===== src/gts_pkg.sv =====
// ----------------------------------------------------------------------------
// gts_pkg: shared types and constants of the generation tagged slot table
// Transaction payload structs, per-slot entry layout and operation codes.
// ----------------------------------------------------------------------------
package gts_pkg;

   // Operand width of the shared adder: 32-bit counts plus a signed delta,
   // with room for a second subtraction against the data-cluster limit.
   localparam int ALU_W = 35;

   localparam logic [31:0] GEN_MAX    = 32'hffff_ffff;
   localparam logic [31:0] FIRST_HINT = 32'd2;

   typedef enum logic [2:0] {
      OP_MOUNT    = 3'd0,
      OP_UNMOUNT  = 3'd1,
      OP_SET_HINT = 3'd2,
      OP_PUBLISH  = 3'd3,
      OP_ADJUST   = 3'd4,
      OP_QUERY    = 3'd5
   } op_type;

   typedef enum logic [2:0] {
      STATUS_OK      = 3'd0,
      STATUS_STALE   = 3'd1,
      STATUS_INVALID = 3'd2,
      STATUS_CORRUPT = 3'd3,
      STATUS_NOSLOT  = 3'd4
   } status_type;

   typedef enum logic [1:0] {
      MODE_FREE    = 2'd0,
      MODE_LIVE    = 2'd1,
      MODE_RETIRED = 2'd2
   } mode_type;

   typedef struct packed {
      logic [2:0]         operation;
      logic [63:0]        handle;
      logic [31:0]        hint_limit;
      logic [31:0]        cluster_total;
      logic [31:0]        value;
      logic signed [31:0] delta;
   } req_type;

   typedef struct packed {
      logic [2:0]  status;
      logic [63:0] new_handle;
      logic [31:0] hint_out;
      logic        free_known;
      logic [31:0] free_out;
   } rsp_type;

   typedef struct packed {
      mode_type    mode;
      logic [31:0] generation;
      logic [31:0] alloc_hint;
      logic [31:0] free_count;
      logic        count_valid;
      logic [31:0] limit_store;
      logic [31:0] data_store;
   } entry_type;

   localparam entry_type ENTRY_RESET = '{
      mode:        MODE_FREE,
      generation:  32'd0,
      alloc_hint:  32'd0,
      free_count:  32'd0,
      count_valid: 1'b0,
      limit_store: 32'd0,
      data_store:  32'd0
   };

endpackage


===== src/generation_tagged_slot_table_top.sv =====
// ----------------------------------------------------------------------------
// generation_tagged_slot_table_top: generational volume handle table
// Slot table with per-slot generation counts, handle checking and
// free-cluster bookkeeping, run by a small sequencer around one adder.
// ----------------------------------------------------------------------------
// An unknown operation, a zero or out-of-range slot field or a zero generation
// is answered in the cycle after acceptance, with no table read; other handle
// operations pass through READ and EVAL, an adjust of a known count also ADJ.
// A mount runs READ and EVAL per slot up to the first usable free slot or the last.
// One transaction at a time; the next one is accepted from the
// cycle of the result strobe on. The receiver cannot stall. Reset is synchronous.
// ----------------------------------------------------------------------------
module generation_tagged_slot_table_top #(
   parameter int SLOT_COUNT = 8
) (
   input  logic             clock,
   input  logic             reset,
   input  logic             start,
   output logic             busy,
   input  gts_pkg::req_type req_payload,
   output logic             rsp_strobe,
   output gts_pkg::rsp_type rsp_payload
);

   import gts_pkg::*;

   localparam int IDX_W = (SLOT_COUNT > 1) ? $clog2(SLOT_COUNT) : 1;
   localparam logic [IDX_W-1:0] LAST_IDX = IDX_W'(SLOT_COUNT - 1);

   // One-hot sequencer. READ presents the slot address to the RAM, EVAL
   // checks and updates the slot, ADJ runs the second adder pass of an adjust.
   typedef enum logic [3:0] {
      S_IDLE = 4'b0001,
      S_READ = 4'b0010,
      S_EVAL = 4'b0100,
      S_ADJ  = 4'b1000
   } state_type;

   state_type              state_ff, state_in;
   req_type                req_ff, req_in;
   logic [IDX_W-1:0]       idx_ff, idx_in;
   logic [SLOT_COUNT-1:0]  written_ff, written_in;
   logic                   rd_written_ff, rd_written_in;
   entry_type              slot_ff, slot_in;
   logic signed [ALU_W-1:0] adj_ff, adj_in;
   rsp_type                rsp_ff, rsp_in;
   logic                   rsp_strobe_ff, rsp_strobe_in;

   logic                   ram_we;
   entry_type              ram_wdata;
   logic [$bits(entry_type)-1:0] ram_rdata_raw;
   entry_type              cur;
   entry_type              upd;

   logic signed [ALU_W-1:0] alu_a, alu_b, alu_sum;
   logic [IDX_W-1:0]       enc_m1;
   logic                   advance;

   // The slot table itself. Mode and generation live next to the per-volume
   // fields so a mount scan needs a single read per slot.
   gts_ram #(
      .WIDTH ($bits(entry_type)),
      .DEPTH (SLOT_COUNT)
   ) u_ram (
      .clock   (clock),
      .wr_en   (ram_we),
      .wr_addr (idx_ff),
      .wr_data (ram_wdata),
      .rd_addr (idx_ff),
      .rd_data (ram_rdata_raw)
   );

   // A slot never written since reset reads as free with generation zero;
   // the written bits are the only per-slot flops that reset clears.
   assign cur = rd_written_ff ? entry_type'(ram_rdata_raw) : ENTRY_RESET;

   function automatic rsp_type show_slot(status_type st, logic [63:0] nh, entry_type e);
      rsp_type r;
      r.status     = st;
      r.new_handle = nh;
      r.hint_out   = e.alloc_hint;
      r.free_known = e.count_valid;
      r.free_out   = e.free_count;
      return r;
   endfunction

   function automatic rsp_type blank(status_type st);
      rsp_type r;
      r            = '0;
      r.status     = st;
      return r;
   endfunction

   // Shared adder. Its operands depend on the step: generation increment for
   // a mount, value against limit for a hint, value against data clusters for
   // a publish, count plus delta for an adjust and then the range check of
   // that sum against data clusters.
   always_comb begin
      alu_a = '0;
      alu_b = '0;
      if (state_ff == S_ADJ) begin
         alu_a = $signed({{(ALU_W-32){1'b0}}, slot_ff.data_store});
         alu_b = -adj_ff;
      end else begin
         case (req_ff.operation)
            OP_MOUNT: begin
               alu_a = $signed({{(ALU_W-32){1'b0}}, cur.generation});
               alu_b = ALU_W'(1);
            end
            OP_SET_HINT: begin
               alu_a = $signed({{(ALU_W-32){1'b0}}, req_ff.value});
               alu_b = -$signed({{(ALU_W-32){1'b0}}, cur.limit_store});
            end
            OP_PUBLISH: begin
               alu_a = $signed({{(ALU_W-32){1'b0}}, cur.data_store});
               alu_b = -$signed({{(ALU_W-32){1'b0}}, req_ff.value});
            end
            OP_ADJUST: begin
               alu_a = $signed({{(ALU_W-32){1'b0}}, cur.free_count});
               alu_b = $signed({{(ALU_W-32){req_ff.delta[31]}}, req_ff.delta});
            end
            default: begin
               alu_a = '0;
               alu_b = '0;
            end
         endcase
      end
      alu_sum = alu_a + alu_b;
   end

   // The slot field is known to lie in 1..SLOT_COUNT when this is used, so
   // its low bits minus one give the slot index.
   assign enc_m1 = req_payload.handle[IDX_W-1:0] - IDX_W'(1);

   always_comb begin
      state_in      = state_ff;
      req_in        = req_ff;
      idx_in        = idx_ff;
      written_in    = written_ff;
      rd_written_in = rd_written_ff;
      slot_in       = slot_ff;
      adj_in        = adj_ff;
      rsp_in        = rsp_ff;
      rsp_strobe_in = 1'b0;
      ram_we        = 1'b0;
      upd           = cur;
      advance       = 1'b0;

      unique case (state_ff)
         S_IDLE: begin
            if (start) begin
               req_in = req_payload;
               unique case (req_payload.operation) inside
                  OP_MOUNT: begin
                     idx_in   = '0;
                     state_in = S_READ;
                  end
                  OP_UNMOUNT, OP_SET_HINT, OP_PUBLISH, OP_ADJUST, OP_QUERY: begin
                     // The slot field and the generation are checked before
                     // the table is touched.
                     if (req_payload.handle[31:0] == 32'd0 ||
                         req_payload.handle[31:0] > 32'(SLOT_COUNT) ||
                         req_payload.handle[63:32] == 32'd0) begin
                        rsp_in        = blank(STATUS_STALE);
                        rsp_strobe_in = 1'b1;
                     end else begin
                        idx_in   = enc_m1;
                        state_in = S_READ;
                     end
                  end
                  default: begin
                     rsp_in        = blank(STATUS_INVALID);
                     rsp_strobe_in = 1'b1;
                  end
               endcase
            end
         end

         S_READ: begin
            rd_written_in = written_ff[idx_ff];
            state_in      = S_EVAL;
         end

         S_EVAL: begin
            slot_in = cur;
            if (req_ff.operation == OP_MOUNT) begin
               if (cur.mode != MODE_FREE) begin
                  advance = 1'b1;
               end else if (alu_sum[32]) begin
                  // Generation cannot grow any further: retire the slot.
                  upd.mode = MODE_RETIRED;
                  ram_we   = 1'b1;
                  advance  = 1'b1;
               end else begin
                  upd.mode        = MODE_LIVE;
                  upd.generation  = alu_sum[31:0];
                  upd.alloc_hint  = FIRST_HINT;
                  upd.free_count  = 32'd0;
                  upd.count_valid = 1'b0;
                  upd.limit_store = req_ff.hint_limit;
                  upd.data_store  = req_ff.cluster_total;
                  ram_we          = 1'b1;
                  rsp_in          = show_slot(STATUS_OK,
                     {alu_sum[31:0], {{(32-IDX_W){1'b0}}, idx_ff} + 32'd1}, upd);
                  rsp_strobe_in   = 1'b1;
                  state_in        = S_IDLE;
               end
               if (advance) begin
                  if (idx_ff == LAST_IDX) begin
                     rsp_in        = blank(STATUS_NOSLOT);
                     rsp_strobe_in = 1'b1;
                     state_in      = S_IDLE;
                  end else begin
                     idx_in   = idx_ff + 1'b1;
                     state_in = S_READ;
                  end
               end
            end else if (cur.mode != MODE_LIVE ||
                         cur.generation != req_ff.handle[63:32]) begin
               rsp_in        = blank(STATUS_STALE);
               rsp_strobe_in = 1'b1;
               state_in      = S_IDLE;
            end else begin
               rsp_strobe_in = 1'b1;
               state_in      = S_IDLE;
               rsp_in        = show_slot(STATUS_OK, 64'd0, cur);
               case (req_ff.operation)
                  OP_UNMOUNT: begin
                     // The generation is kept so old handles stay stale.
                     upd.mode = MODE_FREE;
                     ram_we   = 1'b1;
                     rsp_in   = show_slot(STATUS_OK, 64'd0, upd);
                  end
                  OP_SET_HINT: begin
                     // A negative sum means the value lies below the limit.
                     if (req_ff.value < FIRST_HINT || !alu_sum[ALU_W-1]) begin
                        rsp_in = show_slot(STATUS_INVALID, 64'd0, cur);
                     end else begin
                        upd.alloc_hint = req_ff.value;
                        ram_we         = 1'b1;
                        rsp_in         = show_slot(STATUS_OK, 64'd0, upd);
                     end
                  end
                  OP_PUBLISH: begin
                     if (alu_sum[ALU_W-1]) begin
                        rsp_in = show_slot(STATUS_INVALID, 64'd0, cur);
                     end else begin
                        upd.free_count  = req_ff.value;
                        upd.count_valid = 1'b1;
                        ram_we          = 1'b1;
                        rsp_in          = show_slot(STATUS_OK, 64'd0, upd);
                     end
                  end
                  OP_ADJUST: begin
                     // With an unknown count the adjust is a no-op.
                     if (cur.count_valid) begin
                        adj_in        = alu_sum;
                        rsp_strobe_in = 1'b0;
                        state_in      = S_ADJ;
                     end
                  end
                  default: begin
                  end
               endcase
            end
         end

         S_ADJ: begin
            upd    = slot_ff;
            ram_we = 1'b1;
            // Out of range below zero or above the data clusters: the count
            // becomes unknown and keeps its old value.
            if (adj_ff[ALU_W-1] || alu_sum[ALU_W-1]) begin
               upd.count_valid = 1'b0;
               rsp_in          = show_slot(STATUS_CORRUPT, 64'd0, upd);
            end else begin
               upd.free_count = adj_ff[31:0];
               rsp_in         = show_slot(STATUS_OK, 64'd0, upd);
            end
            rsp_strobe_in = 1'b1;
            state_in      = S_IDLE;
         end

         default: begin
            state_in = S_IDLE;
         end
      endcase

      if (ram_we) begin
         written_in[idx_ff] = 1'b1;
      end
   end

   assign ram_wdata = upd;

   always_ff @(posedge clock) begin
      if (reset) begin
         state_ff      <= S_IDLE;
         written_ff    <= '0;
         rsp_strobe_ff <= 1'b0;
      end else begin
         state_ff      <= state_in;
         written_ff    <= written_in;
         rsp_strobe_ff <= rsp_strobe_in;
      end
      req_ff        <= req_in;
      idx_ff        <= idx_in;
      rd_written_ff <= rd_written_in;
      slot_ff       <= slot_in;
      adj_ff        <= adj_in;
      rsp_ff        <= rsp_in;
   end

   // Busy also covers the reset cycle so no transaction is taken then.
   assign busy        = reset || (state_ff != S_IDLE);
   assign rsp_strobe  = rsp_strobe_ff;
   assign rsp_payload = rsp_ff;

endmodule


===== src/gts_ram.sv =====
// ----------------------------------------------------------------------------
// gts_ram: generic single-write, single-read RAM
// One write port and one read port with a registered read data output.
// ----------------------------------------------------------------------------
module gts_ram #(
   parameter int WIDTH = 8,
   parameter int DEPTH = 8
) (
   input  logic                                            clock,
   input  logic                                            wr_en,
   input  logic [((DEPTH > 1) ? $clog2(DEPTH) : 1)-1:0]    wr_addr,
   input  logic [WIDTH-1:0]                                wr_data,
   input  logic [((DEPTH > 1) ? $clog2(DEPTH) : 1)-1:0]    rd_addr,
   output logic [WIDTH-1:0]                                rd_data
);

   logic [WIDTH-1:0] mem_ff [DEPTH];
   logic [WIDTH-1:0] rd_data_ff;

   always_ff @(posedge clock) begin
      if (wr_en) begin
         mem_ff[wr_addr] <= wr_data;
      end
      rd_data_ff <= mem_ff[rd_addr];
   end

   assign rd_data = rd_data_ff;

endmodule


===== config.mk =====
export PLATFORM = sky130hd
export DESIGN_NAME = generation_tagged_slot_table_top
export DESIGN_NICKNAME = d
export VERILOG_FILES = /design/src/gts_pkg.sv /design/src/generation_tagged_slot_table_top.sv /design/src/gts_ram.sv
export SDC_FILE = /design/constraint.sdc
export NUM_CORES = 2
export LEC_CHECK = 0
export ABC_AREA = 1
export BUFFER_PORTS_ARGS = -buffer_cell sky130_fd_sc_hd__buf_2
export CAP_MARGIN = 20
export CORE_ASPECT_RATIO = 1.2
export CORE_MARGIN = 3
export CORE_UTILIZATION = 32
export DETAILED_ROUTE_END_ITERATION = 16
export GPL_TIMING_DRIVEN = 0
export PLACE_DENSITY = 0.58
export SLEW_MARGIN = 20
export SYNTH_ARGS = -nofsm -noshare
export SYNTH_HDL_FRONTEND = slang
export SYNTH_HIERARCHICAL = 1
export SYNTH_SLANG_ARGS = --single-unit

===== constraint.sdc =====
create_clock -name clock -period 17.65 [get_ports clock]
set_clock_uncertainty 0.2 [all_clocks]
set_input_delay 3.53 -clock clock [delete_from_list [all_inputs] [get_ports clock]]
set_output_delay 3.53 -clock clock [all_outputs]
set_load 0.05 [all_outputs]

==> impl_summary.md <==
Power
The static leakage power is 0.0469 uW. Of the total power, the share spent switching nets is 36.3%. The worst-case IR drop observed on VDD is roughly 0.000088 V. The share of total power dissipated in the clock network is 31.5%.

Combinational cells account for 26.2% of the total power. The switching power summed over all nets is between 5000 and 6000 uW. The sequential group share of total power is 42.3%. The internal power is roughly 9200 uW. Dividing total power by cell area gives a power density of ~130 nW/um^2.

Layout
After routing the design area is about 110000 sq um. The library cell used most frequently in the layout, excluding fill and tap cells, is sky130_fd_sc_hd__nand2_1. From synthesis to final layout, the design area changed by 17.1%.

The fill cell total of the finished layout is between 20000 and 30000. The net count of the finished layout is about 11000. The number of non-filler instances in the completed layout is 14282. The layout cell share with drive strength beyond 1 is 10.7%. In the layout the commonest cells are 3225 x sky130_fd_sc_hd__nand2_1, 1801 x sky130_fd_sc_hd__edfxtp_1, 1736 x sky130_fd_sc_hd__inv_1.

GRT
The wire length of the first global-routing pass is 512 mm. The leftover overflow at the end of global routing is 0. Global routing used 24.9% of the available tracks across all layers.

The via count of the first global-routing pass came to 66511. Entering global routing, the biggest net connects 51 pins. The number of antenna violations at the first check in global routing is 30.

Job
The max-capacitance violation count is 0.

Synth
The register area share after synthesis is between 60% and 70%. The area fraction of the dominant cell type after synthesis is 59.2%. The register bit total from synthesis is 1977. The share of synthesized flip-flops with an asynchronous set or reset is 0%. The synthesized instance count is 9668. The number of nets produced by synthesis is 9905. The netlist uses between 50 and 60 different library cells.

Yosys printed 6 warnings. Ranked by total cell area, the synthesized netlist is headed by sky130_fd_sc_hd__edfxtp_1 59%, sky130_fd_sc_hd__nand2_1 13%, sky130_fd_sc_hd__inv_1 7.1%. The summed instance area of the synthesized netlist is 91300 sq um.

Yosys mapped a number of flops with a built-in enable equal to between 1500 and 2000. Among all flip-flop cells after synthesis, the most frequent one is sky130_fd_sc_hd__edfxtp_1. After synthesis, the mean cell area works out to 9.44 sq um. The library cell occupying the most area in the post-synthesis netlist is sky130_fd_sc_hd__edfxtp_1.

Clocking
The number of H-tree branching levels is 4. The post-CTS clock slew at the launch and capture registers of the worst setup and hold paths is 70 ps. The clock latency of the later-clocked register in the worst-skew pair is 930 ps.

The TritonCTS clock tree is built. Once the clock tree was built, the resizer swapped 0 gates to a different size. The number of buffers inserted to repair setup after CTS is 0. For this design, the sink count on the clock tree is 1977.

The hold buffer count at CTS is 0. TritonCTS created roughly 210 clock buffers. The tree is rooted in a sky130_fd_sc_hd__clkbuf_16. The longest clock path from root to sink contains 4 buffers.

Routing
In the final routed layout, each cell accounts on average for 26.3 microns. The starting DRC count in detailed routing is 9196. For this run, the detailed router's first-pass iteration total came to 8. The routed design has roughly 370 mm of wire.

The remaining design rule violation count is 0. In the routed layout, each cell is associated on average with a via count of 5.05. The count of antenna-violating nets left after detailed routing is 0. The routed layout has between 70000 and 80000 vias.

Worst setup path
The worst-path cell with the longest stage delay is sky130_fd_sc_hd__clkbuf_2. Data on the critical path arrives at its endpoint at about 10000 ps. The critical path's largest stage delay is 700 ps. The reg2reg setup slack is 7730 ps. The type of origin of the critical path is a flop. In this run the worst setup path terminates at u_ram/mem_ff[2][6]. The destination of the worst register-to-register timing path is u_ram/mem_ff[2][6]. The worst setup path is captured at a flop. For the worst flop-to-flop path, the logic depth is 32. The worst setup path is of the reg -> reg kind. In this run the worst setup path begins at rd_written_ff. The highest fanout seen on the critical path is 21. The required time reported for the critical path endpoint is 18000 ps. The dominant cell type by count on the critical path is sky130_fd_sc_hd__nand2_1. The startpoint of the lowest-slack register-to-register path is rd_written_ff.

Timing
For the pin with the worst max-slew slack, the measured transition is 1330 ps. The final-report hold violation count is 0. The max-slew violation count came to 0. The worst path in the final design needs a cycle of 9920 ps, including I/O delays and setup. Setup repair after global routing left no endpoint under its margin. For this run, the top clock speed supported by timing is 101 MHz.

In this run the tightest slew margin relative to its limit is 11.3%. The post-route clock period utilization is 56.2%. Setup violations remaining at the end of the flow were counted as 0.

Die
In this run the standard cell core region covers 284000 sq um. The number of standard-cell rows in the floorplan is 214. The number of ports placed on the die boundary is between 300 and 400. The die extent in y is 591 microns.

The x dimension of the die is 494 microns. For this configuration, the core starts out at a cell density of 32.2%. The overall die area is 292000 sq um.

Status
The run finished with clean final reports.

Place
The routability-driven placement congestion ratio is 1.07. The placed wire-length estimate is 279 mm. The count of buffers from port buffering is 331. The instance area at placement is 99900 sq um. Once placement completed, the tool counted placed cells totaling 13869.

Hold path
The class of the tightest hold or removal check is reg -> reg.
## cells in the mapped netlist, drive strengths merged, types with 43 or more instances
cell	n
a21oi	203
buf	315
clkbuf	127
dfxtp	176
edfxtp	1801
inv	1749
nand2	3253
nand3	886
nand4	65
nor2	254
nor3	43
o211ai	160
o21ai	301
## cell families (layout without fill, tap and decap cells)
| kind of cell | count (synthesis) | in the layout | share of synthesized area (%) |
|---|---|---|---|
| compound gates | 847 | 847 | 5.67 |
| other cells | 0 | 24 | 0 |
| simple gates | 4558 | 4558 | 20.5 |
| fa+ha+maj | 39 | 39 | 0.543 |
| xor+xnor | 49 | 49 | 0.478 |
| flops | 1977 | 1977 | 63.1 |
| buf+inv | 2198 | 3008 | 9.68 |
## area by class of cell
class / count / area [sq um] / area share [%]
inverter: 1756 / 6590 / 6.17
buffer: 442 / 2270 / 2.12
tap: 3780 / 4730 / 4.42
multi-input combinational: 5493 / 25000 / 23.4
antenna: 24 / 60.1 / 0.0562
timing repair buffer: 421 / 3690 / 3.45
clock buffer: 286 / 5860 / 5.48
clock inverter: 103 / 1130 / 1.06
sequential: 1977 / 57600 / 53.9
## registers in the layout (all words and copies together) (netlist names)
register	cells
u_ram/mem_ff	1304
rd_written_ff	1
state_ff	4
slot_ff	163
adj_ff	35
rsp_payload	132
rsp_strobe	1
idx_ff	3
written_ff	8
u_ram/rd_data	163
req_ff	163
## how the worst min path moves through the flow
| stage | cells past startpoint | to | slack (ps) | start |
|---|---|---|---|---|
| floorplan | 2 | written_ff[5] | 230 | written_ff[5] |
| finish | 2 | written_ff[7] | 250 | written_ff[7] |
| global placement | 2 | written_ff[5] | 240 | written_ff[5] |
| detailed placement | 2 | written_ff[6] | 240 | written_ff[6] |
| CTS | 2 | written_ff[6] | 250 | written_ff[6] |
| global route | 2 | written_ff[6] | 270 | written_ff[6] |
## worst max-delay path: cells and delay by family (launching register included)
kind                       cells  cell delay, ps
DFF                            1             520
AOI/OAI and AO/OA              6            1730
adders and majority gates      1             370
and+or+nand+nor               12            2690
buffers and inverters         13            3840
## stage by stage
step / utilization (%) / hold WS, ps / setup TNS, ps / power [uW] / setup WS, ps
2_1_floorplan: - / 230 / 0 / 8050 / 2970
3_3_place_gp: 34.5 / 240 / -7870800 / 9830 / -5900
3_5_place_dp: 35.2 / 243 / 0 / 9830 / 8250
4_1_cts: 37.7 / 253 / 0 / 14400 / 8160
5_1_grt: 37.7 / 266 / 0 / 14900 / 7900
6_report: 37.7 / 252 / 0 / 14400 / 7730
## per-layer routing
metal | vias to the layer above | wire length [microns] | global-route usage [%]
met1 | 34706 | 146000 | 31.7
met2 | 3792 | 165000 | 38.0
met3 | 903 | 33800 | 5.13
met4 | 12 | 30100 | 17.1
li1 | 32776 | - | -
met5 | - | 85 | 0
## power groups by stage
stage	Sequential [uW]	Combinational [uW]	Clock (uW)
floorplan	6110	1940	0
global placement	6220	3610	0
detailed placement	6150	3670	0
CTS	6060	3690	4600
global route	6080	4000	4780
finish	6080	3770	4530
Power figures use the tool's default switching activity.
